--- src/rtl/fpt_pkg.sv ---
// Shared constants, status codes and controller/datapath interface types.
package fpt_pkg;

	// Default geometry of the partition table
	localparam int SLOT_COUNT_DEF     = 64;
	localparam int PARTITION_SIZE_DEF = 512;

	// Field widths of the request and answer
	localparam int PID_W    = 16;
	localparam int PSIZE_W  = 9;
	localparam int SLOTF_W  = 6;
	localparam int BASE_W   = 15;
	localparam int HEAP_W   = 16;
	localparam int STATUS_W = 3;

	// Request operations
	localparam logic OP_ALLOC = 1'b0;
	localparam logic OP_FREE  = 1'b1;

	// Answer status codes
	localparam logic [STATUS_W-1:0] ST_NEW       = 3'd0;
	localparam logic [STATUS_W-1:0] ST_PRESENT   = 3'd1;
	localparam logic [STATUS_W-1:0] ST_FREED     = 3'd2;
	localparam logic [STATUS_W-1:0] ST_FULL      = 3'd3;
	localparam logic [STATUS_W-1:0] ST_NOT_FOUND = 3'd4;

	// Commands from the controller to the datapath
	typedef struct packed {
		logic start;   // capture request, reset scan state
		logic scan;    // walk the table
		logic finish;  // resolve, update table, load answer register
	} dp_cmd_t;

	// Status from the datapath to the controller
	typedef struct packed {
		logic scan_end; // match found or last slot compared
		logic out_free; // answer register can take a new answer
	} dp_sts_t;

endpackage

--- src/rtl/fpt_ctrl.sv ---
// Sequencer for one request: capture, table scan, resolve.
module fpt_ctrl (
	input  logic             clk,
	input  logic             arst_n,
	input  logic             in_valid,
	output logic             in_ready,
	input  fpt_pkg::dp_sts_t sts,
	output fpt_pkg::dp_cmd_t cmd
);
	import fpt_pkg::*;

	typedef enum logic [1:0] {
		S_IDLE,
		S_SCAN,
		S_FINISH
	} state_t;

	state_t state_q;

	// Commands decode from the current state
	always_comb begin
		in_ready   = (state_q == S_IDLE);
		cmd.start  = (state_q == S_IDLE) && in_valid;
		cmd.scan   = (state_q == S_SCAN);
		cmd.finish = (state_q == S_FINISH) && sts.out_free;
	end

	// State register
	always_ff @(posedge clk or negedge arst_n) begin
		if (!arst_n) begin
			state_q <= S_IDLE;
		end else begin
			unique case (state_q)
				S_IDLE: begin
					if (in_valid) state_q <= S_SCAN;
				end
				S_SCAN: begin
					if (sts.scan_end) state_q <= S_FINISH;
				end
				S_FINISH: begin
					if (sts.out_free) state_q <= S_IDLE;
				end
				default: state_q <= S_IDLE;
			endcase
		end
	end

endmodule

--- src/rtl/fpt_datapath.sv ---
// Partition table storage, scan pipeline, answer computation and answer register.
module fpt_datapath #(
	parameter int SLOT_COUNT     = fpt_pkg::SLOT_COUNT_DEF,
	parameter int PARTITION_SIZE = fpt_pkg::PARTITION_SIZE_DEF
) (
	input  logic                           clk,
	input  logic                           arst_n,
	input  fpt_pkg::dp_cmd_t               cmd,
	output fpt_pkg::dp_sts_t               sts,
	input  logic                           operation,
	input  logic [fpt_pkg::PID_W-1:0]      pid,
	input  logic [fpt_pkg::PSIZE_W-1:0]    program_size,
	output logic                           out_valid,
	input  logic                           out_ready,
	output logic [fpt_pkg::SLOTF_W-1:0]    slot,
	output logic [fpt_pkg::BASE_W-1:0]     base_address,
	output logic [fpt_pkg::HEAP_W-1:0]     heap_address,
	output logic [fpt_pkg::STATUS_W-1:0]   status
);
	import fpt_pkg::*;

	localparam int SLOT_W = (SLOT_COUNT > 1) ? $clog2(SLOT_COUNT) : 1;
	localparam int PS_W   = $clog2(PARTITION_SIZE + 1);
	localparam int PROD_W = SLOT_W + PS_W;
	localparam int WIDE_W = PROD_W + 16;
	localparam int SXT_W  = SLOT_W + SLOTF_W;
	localparam int ENT_W  = PSIZE_W + PID_W;
	localparam logic [SLOT_W-1:0] LAST = SLOT_W'(SLOT_COUNT - 1);

	// Table storage: {code size, owner} per slot, plus in-use flags
	logic [ENT_W-1:0]      mem_q [SLOT_COUNT];
	logic [SLOT_COUNT-1:0] in_use_q;

	// Captured request
	logic               op_q;
	logic [PID_W-1:0]   pid_q;
	logic [PSIZE_W-1:0] psize_q;

	// Scan control
	logic [SLOT_W-1:0] cnt_q;
	logic              issued_all_q;
	logic              cmp_valid_s1;
	logic              scan_end_q;
	logic              match_q;
	logic              have_free_q;

	// Scan read stage
	logic [ENT_W-1:0]   rd_s1;
	logic               used_s1;
	logic [SLOT_W-1:0]  idx_s1;

	// Scan results
	logic [SLOT_W-1:0]  match_idx_q;
	logic [PSIZE_W-1:0] match_size_q;
	logic [SLOT_W-1:0]  free_idx_q;

	// Answer register
	logic                out_valid_q;
	logic [SLOTF_W-1:0]  slot_q;
	logic [BASE_W-1:0]   base_q;
	logic [HEAP_W-1:0]   heap_q;
	logic [STATUS_W-1:0] status_q;

	logic issue, cmp_live, hit, take_free, last_cmp;
	logic [PID_W-1:0]   owner_s1;
	logic [PSIZE_W-1:0] size_s1;

	// Compare stage of the scan
	always_comb begin
		owner_s1  = rd_s1[PID_W-1:0];
		size_s1   = rd_s1[ENT_W-1:PID_W];
		issue     = cmd.scan && !issued_all_q;
		cmp_live  = cmd.scan && cmp_valid_s1 && !scan_end_q;
		hit       = cmp_live && used_s1 && (owner_s1 == pid_q);
		take_free = cmp_live && !used_s1 && !have_free_q;
		last_cmp  = cmp_live && (idx_s1 == LAST);
	end

	logic                res_valid;
	logic [STATUS_W-1:0] res_status;
	logic [SLOT_W-1:0]   res_idx;
	logic [PSIZE_W-1:0]  res_size;
	logic                do_alloc, do_free;
	logic [PROD_W-1:0]   base_full;
	logic [WIDE_W-1:0]   base_wide, heap_wide;
	logic [SXT_W-1:0]    slot_wide;

	// Resolve the scan into an answer and a table update
	always_comb begin
		res_valid  = 1'b0;
		res_status = ST_NOT_FOUND;
		res_idx    = match_idx_q;
		res_size   = match_size_q;
		do_alloc   = 1'b0;
		do_free    = 1'b0;
		if (match_q) begin
			res_valid = 1'b1;
			if (op_q == OP_ALLOC) begin
				res_status = ST_PRESENT;
			end else begin
				res_status = ST_FREED;
				do_free    = 1'b1;
			end
		end else if (op_q == OP_FREE) begin
			res_status = ST_NOT_FOUND;
		end else if (!have_free_q) begin
			res_status = ST_FULL;
		end else begin
			res_valid  = 1'b1;
			res_status = ST_NEW;
			res_idx    = free_idx_q;
			res_size   = psize_q;
			do_alloc   = 1'b1;
		end
		base_full = {{PS_W{1'b0}}, res_idx} * PROD_W'(PARTITION_SIZE);
		base_wide = WIDE_W'(base_full);
		heap_wide = base_wide + WIDE_W'(res_size) + WIDE_W'(1);
		slot_wide = SXT_W'(res_idx);
		if (!res_valid) begin
			base_wide = '0;
			heap_wide = '0;
			slot_wide = '0;
		end
	end

	// Control registers
	always_ff @(posedge clk or negedge arst_n) begin
		if (!arst_n) begin
			cnt_q        <= '0;
			issued_all_q <= 1'b0;
			cmp_valid_s1 <= 1'b0;
			scan_end_q   <= 1'b0;
			match_q      <= 1'b0;
			have_free_q  <= 1'b0;
			in_use_q     <= '0;
			out_valid_q  <= 1'b0;
		end else begin
			if (cmd.start) begin
				cnt_q        <= '0;
				issued_all_q <= 1'b0;
				cmp_valid_s1 <= 1'b0;
				scan_end_q   <= 1'b0;
				match_q      <= 1'b0;
				have_free_q  <= 1'b0;
			end else if (cmd.scan) begin
				if (issue) begin
					cnt_q <= cnt_q + SLOT_W'(1);
					if (cnt_q == LAST) issued_all_q <= 1'b1;
				end
				cmp_valid_s1 <= issue;
				if (hit) match_q <= 1'b1;
				if (take_free) have_free_q <= 1'b1;
				if (hit || last_cmp) scan_end_q <= 1'b1;
			end
			if (cmd.finish) begin
				if (do_alloc) in_use_q[free_idx_q] <= 1'b1;
				if (do_free) in_use_q[match_idx_q] <= 1'b0;
			end
			// answer register handshake
			if (cmd.finish) begin
				out_valid_q <= 1'b1;
			end else if (out_ready) begin
				out_valid_q <= 1'b0;
			end
		end
	end

	// Payload registers and table read port
	always_ff @(posedge clk) begin
		if (cmd.start) begin
			op_q    <= operation;
			pid_q   <= pid;
			psize_q <= program_size;
		end
		if (issue) begin
			rd_s1   <= mem_q[cnt_q];
			used_s1 <= in_use_q[cnt_q];
			idx_s1  <= cnt_q;
		end
		if (hit) begin
			match_idx_q  <= idx_s1;
			match_size_q <= size_s1;
		end
		if (take_free) free_idx_q <= idx_s1;
		if (cmd.finish) begin
			slot_q   <= slot_wide[SLOTF_W-1:0];
			base_q   <= base_wide[BASE_W-1:0];
			heap_q   <= heap_wide[HEAP_W-1:0];
			status_q <= res_status;
		end
	end

	// Table write port: a new owner takes the claimed slot
	always_ff @(posedge clk) begin
		if (cmd.finish && do_alloc) begin
			mem_q[free_idx_q] <= {psize_q, pid_q};
		end
	end

	always_comb begin
		sts.scan_end = scan_end_q;
		sts.out_free = !out_valid_q || out_ready;
		out_valid    = out_valid_q;
		slot         = slot_q;
		base_address = base_q;
		heap_address = heap_q;
		status       = status_q;
	end

endmodule

--- src/rtl/fixed_partition_process_table_top.sv ---
// Top level of the fixed-partition process table.
//
// Requests arrive on the in channel (in_valid/in_ready) with operation, pid
// and program_size; answers leave on the out channel (out_valid/out_ready)
// with slot, base_address, heap_address and status.
// One request is handled at a time. After a transfer the table is scanned one
// slot per cycle through the registered read port of the owner memory; the
// scan ends early when the pid matches a slot before the last. A new request
// is taken only after the previous one has resolved, so the scan over the
// single table read port sets the rate of input transfers.
// The answer sits in an output register; the next request may be taken and
// scanned while the receiver stalls, and it waits to resolve until that
// answer has been transferred.
// Reset frees every slot at once through per-slot in-use flags; owner and
// code size entries need no clearing and are used only for slots in use.
module fixed_partition_process_table_top #(
	parameter int SLOT_COUNT     = fpt_pkg::SLOT_COUNT_DEF,
	parameter int PARTITION_SIZE = fpt_pkg::PARTITION_SIZE_DEF
) (
	input  logic                           clk,
	input  logic                           arst_n,
	input  logic                           in_valid,
	output logic                           in_ready,
	input  logic                           operation,
	input  logic [fpt_pkg::PID_W-1:0]      pid,
	input  logic [fpt_pkg::PSIZE_W-1:0]    program_size,
	output logic                           out_valid,
	input  logic                           out_ready,
	output logic [fpt_pkg::SLOTF_W-1:0]    slot,
	output logic [fpt_pkg::BASE_W-1:0]     base_address,
	output logic [fpt_pkg::HEAP_W-1:0]     heap_address,
	output logic [fpt_pkg::STATUS_W-1:0]   status
);
	import fpt_pkg::*;

	dp_cmd_t cmd;
	dp_sts_t sts;

	fpt_ctrl u_ctrl (
		.clk      (clk),
		.arst_n   (arst_n),
		.in_valid (in_valid),
		.in_ready (in_ready),
		.sts      (sts),
		.cmd      (cmd)
	);

	fpt_datapath #(
		.SLOT_COUNT     (SLOT_COUNT),
		.PARTITION_SIZE (PARTITION_SIZE)
	) u_datapath (
		.clk          (clk),
		.arst_n       (arst_n),
		.cmd          (cmd),
		.sts          (sts),
		.operation    (operation),
		.pid          (pid),
		.program_size (program_size),
		.out_valid    (out_valid),
		.out_ready    (out_ready),
		.slot         (slot),
		.base_address (base_address),
		.heap_address (heap_address),
		.status       (status)
	);

endmodule

--- config.mk ---
export PLATFORM = sky130hd
export DESIGN_NAME = fixed_partition_process_table_top
export DESIGN_NICKNAME = d
export VERILOG_FILES = /design/src/rtl/fpt_pkg.sv /design/src/rtl/fpt_ctrl.sv /design/src/rtl/fpt_datapath.sv /design/src/rtl/fixed_partition_process_table_top.sv
export SDC_FILE = /design/constraint.sdc
export NUM_CORES = 2
export LEC_CHECK = 0
export ABC_AREA = 1
export BUFFER_PORTS_ARGS = -buffer_cell sky130_fd_sc_hd__buf_2
export CAP_MARGIN = 20
export CELL_PAD_IN_SITES_DETAIL_PLACEMENT = 1
export CELL_PAD_IN_SITES_GLOBAL_PLACEMENT = 2
export CORE_MARGIN = 5
export CORE_UTILIZATION = 40
export CTS_CLUSTER_DIAMETER = 100
export DETAILED_ROUTE_END_ITERATION = 12
export GPL_ROUTABILITY_DRIVEN = 0
export GPL_TIMING_DRIVEN = 1
export PLACE_DENSITY = 0.75
export SYNTH_ARGS = -nofsm -noshare
export SYNTH_HDL_FRONTEND = slang
export SYNTH_SLANG_ARGS = --single-unit
--- constraint.sdc ---
create_clock -name clk -period 4.1 [get_ports clk]
set_input_delay 0.82 -clock clk [delete_from_list [all_inputs] [get_ports clk]]
set_output_delay 0.82 -clock clk [all_outputs]
set_load 0.01 [all_outputs]
# ---- Word level (Yosys, flattened, before mapping)
# Memory sizes are Yosys's and may differ from the RTL's. A register that Yosys moved wholly into a read port is not among the register bits.
# Cells that the tools add are included.
dict set report totals {
  romBits 0
  word_cells 126
  mem_count 1
  latch_bits 0
  out_inout_bits 42
  ramBits 1600
  ff_bits 166
}
dict set report op_classes {
  n_eq_ne 8
  muxes 51
  n_lt_le_gt_ge 5
  bitwise 3
  reduce_logical 34
  shifts 0
  n_div 0
  add_sub_neg 3
  mul 0
}
# name words width rd rd_ports_with_merged_regs wr line
set memory_table {}
lappend memory_table {u_datapath.mem_q 64 25 1 1 1 fpt_datapath.sv:31} ;# logic [ENT_W-1:0] mem_q [SLOT_COUNT];
# cell n
set ops {}
lappend ops {{two-way mux 64 bit} 3}
lappend ops {{AND 64 bit} 1}
lappend ops {{inverter 64 bit} 1}
lappend ops {{bitwise OR 64 bit} 1}
lappend ops {{two-way mux 6 bit} 6}
lappend ops {{two-way mux 1 bit} 28}
lappend ops {{two-way mux 9 bit} 3}
lappend ops {{< comparator 6 x 7 -> 1 bit (second input constant)} 3}
lappend ops {{adder 15 x 9 -> 16 bit} 1}
lappend ops {{adder 16 x 1 -> 16 bit (second input constant)} 1}
lappend ops {{equality test 16 bit} 1}
lappend ops {{nonzero test 2 bit} 7}
lappend ops {{logical AND 1 bit} 13}
lappend ops {{demux 1 bit (select 6 bit)} 2}
lappend ops {{equality test 6 bit (second input constant)} 2}
lappend ops {{greater-or-equal comparator 6 x 1 -> 1 bit (second input constant)} 2}
lappend ops {{two-way mux 2 bit} 5}
lappend ops {{AND reduction 2 bit} 4}
lappend ops {{adder 6 x 1 -> 6 bit (second input constant)} 1}
lappend ops {{binary-select mux 1 bit (select 6 bit)} 1}
lappend ops {{two-way mux 3 bit} 2}
lappend ops {{case mux 2 bit (3 select lines)} 1}
lappend ops {{AND reduction 3 bit} 2}
lappend ops {{logical NOT 1 bit} 5}
lappend ops {{other kinds (6)} 8}

# ---- Logic depth before layout (Yosys ltp)
dict set report logic_depth {
  word_depth 9
  mapped_depth 13
}

# ---- By module
# A second synthesis with hierarchy kept.
dict set report hier_totals {
  cells_unflattened 6188
  hier_area_um2 72532.1
}
# mod instances area_per_inst_um2 cells_per_inst
set by_module_without_submodules {}
lappend by_module_without_submodules {fpt_datapath 1 72404.4 6171}
lappend by_module_without_submodules {fpt_ctrl 1 127.6 17}

# ---- Worst setup path after synthesis
# OpenSTA, ideal clock, no wires.
dict set report synth_path {
  path_kind {input port to flip-flop}
  start {input out_ready}
  end {memory u_datapath.mem_q[10][0] in the netlist's numbering (enable)}
  path_stages 6
  slack_ps 623
  setup_ps 408
  n_path_buf 0
  arrival_ps 3069
  path_cell_list {inv_1 > nand2_1 > nand2_1 > inv_1 > nand4_4 > nor2_1}
}
# item line
set synth_rtl {}
lappend synth_rtl {{start, declared} fixed_partition_process_table_top.sv:28} ;# input logic out_ready,
lappend synth_rtl {{end, declared} fpt_datapath.sv:31}

==> run metrics <==
min setup slack post-route 0.9503 ns; FF+latch count, synth 1782; Synth top area share 0.7033; Top Ports 72; total negative slack 0 ns; worst slew pin tran 1.247 ns; capturing point of the worst reg2reg path u_datapath.rd_s1[14]; CTS tree built; layout cells sized above 1 0.09491; row cnt 156; Hold Fails Final Rpt 0; flop2flop setup slack about 0.95 ns; Clock transition at path regs 0.06 ns; CTS Buf Count 193; deepest clock path buffer count 3; DR vias 49940; Post-Place Worst Slack 0.8125 ns; status completed; critical path arrival 3.85 ns; Seq/Total Area, Yosys 0.7301; Inst Count DP 8540; gr ovfl total 0; post-synth top area cell edfxtp_1; pwr/cell area 692.3 nW/um^2; Startpoint Class register; core area between 150000 and 200000 um^2; setup violators final 0; Post-synth ARST share 0.04377; vias per cell around 5.6; worst-skew pair later-pin latency 0.84 ns; first-pass GRT wire length 348.3 mm; worst vdd ir 0.8059 mV; cts repair resizes 0; Initial Util 0.4021; vias in the first global route 49920; Post-synth EDFFs around 1700; Nets between 6000 and 7000; multi-input logic area roughly 18000 um^2; final slew viol count 0; Post-CTS Setup Bufs 0; commonest non-fill, non-tap cells in the layout nand2_1, edfxtp_1, nand3_1; crit share post-route 0.7682; area occupied by registers 53140 um^2; most common cell after layout, fill and taps aside nand2_1; yosys warns 0; initial antenna violation count 11; Worst Path Max Fanout 70; top post-synthesis cells by area edfxtp_1, nand2_1, nand3_1, dfrtp_1, buf_2; Overall Global Routing Usage 0.2482; crit path kind register to register; Routed WL between 200 and 250 mm; PortBufs 62; DR DRC count 0; RSZ-0062 raised after global routing false; drt first pass iters 5; clock sink count 1782; H-tree levels 4; crit path time final 3.150 ns; Crit. End Element register; clock root buffer clkbuf_16; Hold WC Path Type input pin to async pin; largest net degree at the start of global routing 173; hold buffer count at CTS 0; drt wl/cell 27.22 um; clk_skew 0.02787 ns; P_leak 0.03038 uW; Mapped Avg Cell Area 11.60 um^2; Mapped Cells 6274; maximum capacitance violations 0; Critical Path RT 4.80 ns; HPWL Detailed 143.8 mm; Die X 436.5 um; slew margin rel. 0.1624; die area 190500 um^2; worst reg2reg startpoint u_datapath.cnt_q[0]; top_reg_cell synth edfxtp_1; Detailed Route Iter0 Violations 4916; area grow syn2layout 13.52%; FMAX 317.5 MHz; Post-Layout Cell Count 8897; Netlist cell types 46; Mapped Area 72760 um^2; Die Y 436.5 um; R2R cell count 10; ANT nets after route 0; Filler cells 18910
==> metrics by stage <==
step	total power, uW	hold WS (ns)	area (um^2)	util
5_1_grt	59740	0.1141	82580	0.4564
3_3_place_gp	40390	0.4043	76590	0.4233
4_1_cts	57480	0.08567	82580	0.4564
6_report	57180	0.07432	82590	0.4564
2_1_floorplan	32600	0.4003	72790	-
3_5_place_dp	40730	0.4083	76590	0.4233
==> state kept, by name, summed over array words and instances, names as in the netlist, 2 cells and up <==
name	cells
u_datapath.mem_q	1600
u_datapath.status	3
u_datapath.psize_q	9
u_datapath.match_size_q	9
u_datapath.free_idx_q	6
u_datapath.match_idx_q	6
u_ctrl.state_q	2
u_datapath.heap_address	16
u_datapath.in_use_q	64
u_datapath.pid_q	16
u_datapath.slot	6
u_datapath.cnt_q	6
u_datapath.rd_s1	25
u_datapath.idx_s1	6
==> cells in the mapped netlist, drive strengths merged (3+ instances only) <==
cell	number
o21ai	21
xnor2	4
nor3	29
buf	262
dfrtp	78
a31oi	4
clkbuf	123
or2	3
nor2	136
o22ai	7
nand4	12
inv	126
a22oi	5
a2bb2oi	9
o21a	4
edfxtp	1704
a21oi	49
nand3	1438
nand2	2244
==> worst max-delay path, cell delays in order, from the launching register on <==
cell and delay (ns):
dfrtp_4 0.64, inv_8 0.57, buf_12 0.40, nand2_1 0.09, nand3_1 0.09, nand3_1 0.09
nand2_1 0.09, nand2_1 0.05, nand3_1 0.28, nand3_1 0.40, nand2_1 0.19
==> logic make-up (layout without fill, tap and decap cells) <==
group | after synthesis | in the layout | synth area share
XOR/XNOR | 6 | 6 | 0.0007223
other | 1 | 14 | 0.00005154
AO/OA/AOI/OAI | 104 | 104 | 0.008719
flip-flops | 1782 | 1782 | 0.7301
adder cells (fa/ha/maj) | 2 | 2 | 0.0003439
buffers and inverters | 513 | 753 | 0.03187
AND/OR/NAND/NOR | 3866 | 3866 | 0.2282
==> worst max-delay path by stage <==
stage	endpoint	start	cells after the start
6_report	u_datapath.rd_s1[14]	u_datapath.cnt_q[0]	10
3_3_place_gp	u_datapath.mem_q[32][5]	out_ready	6
2_1_floorplan	u_datapath.mem_q[10][0]	out_ready	6
3_5_place_dp	u_datapath.mem_q[32][15]	out_ready	6
4_1_cts	u_datapath.rd_s1[9]	u_datapath.cnt_q[0]	11
5_1_grt	u_datapath.rd_s1[9]	u_datapath.cnt_q[0]	11
==> power by group <==
part / internal, uW / total, uW / leakage (uW) / switching (uW)
registers: 20900 / 21300 / 0.0164 / 383
logic: 4680 / 19200 / 0.0111 / 14500
clock network: 9540 / 16700 / 0.00293 / 7190
==> routing by layer <==
metal | wire (um) | track usage | vias up
met3 | 15500 | 0.03596 | 327
met2 | 111100 | 0.3918 | 1639
met5 | 0 | 0 | -
li1 | - | - | 22100
met1 | 107900 | 0.3566 | 25870
met4 | 7698 | 0.07803 | 0
==> final cells by class <==
class                           instances  area share
Timing Repair Buffer                  273     0.02888
Tap cell                             2370     0.03590
Inverter                              128    0.006136
Clock inverter                         94    0.009332
Multi-Input combinational cell       3987      0.2130
Antenna cell                            5   0.0001515
Sequential cell                      1782      0.6434
Clock buffer                          258     0.06320
No activity file was read; power rests on OpenSTA's default activity.
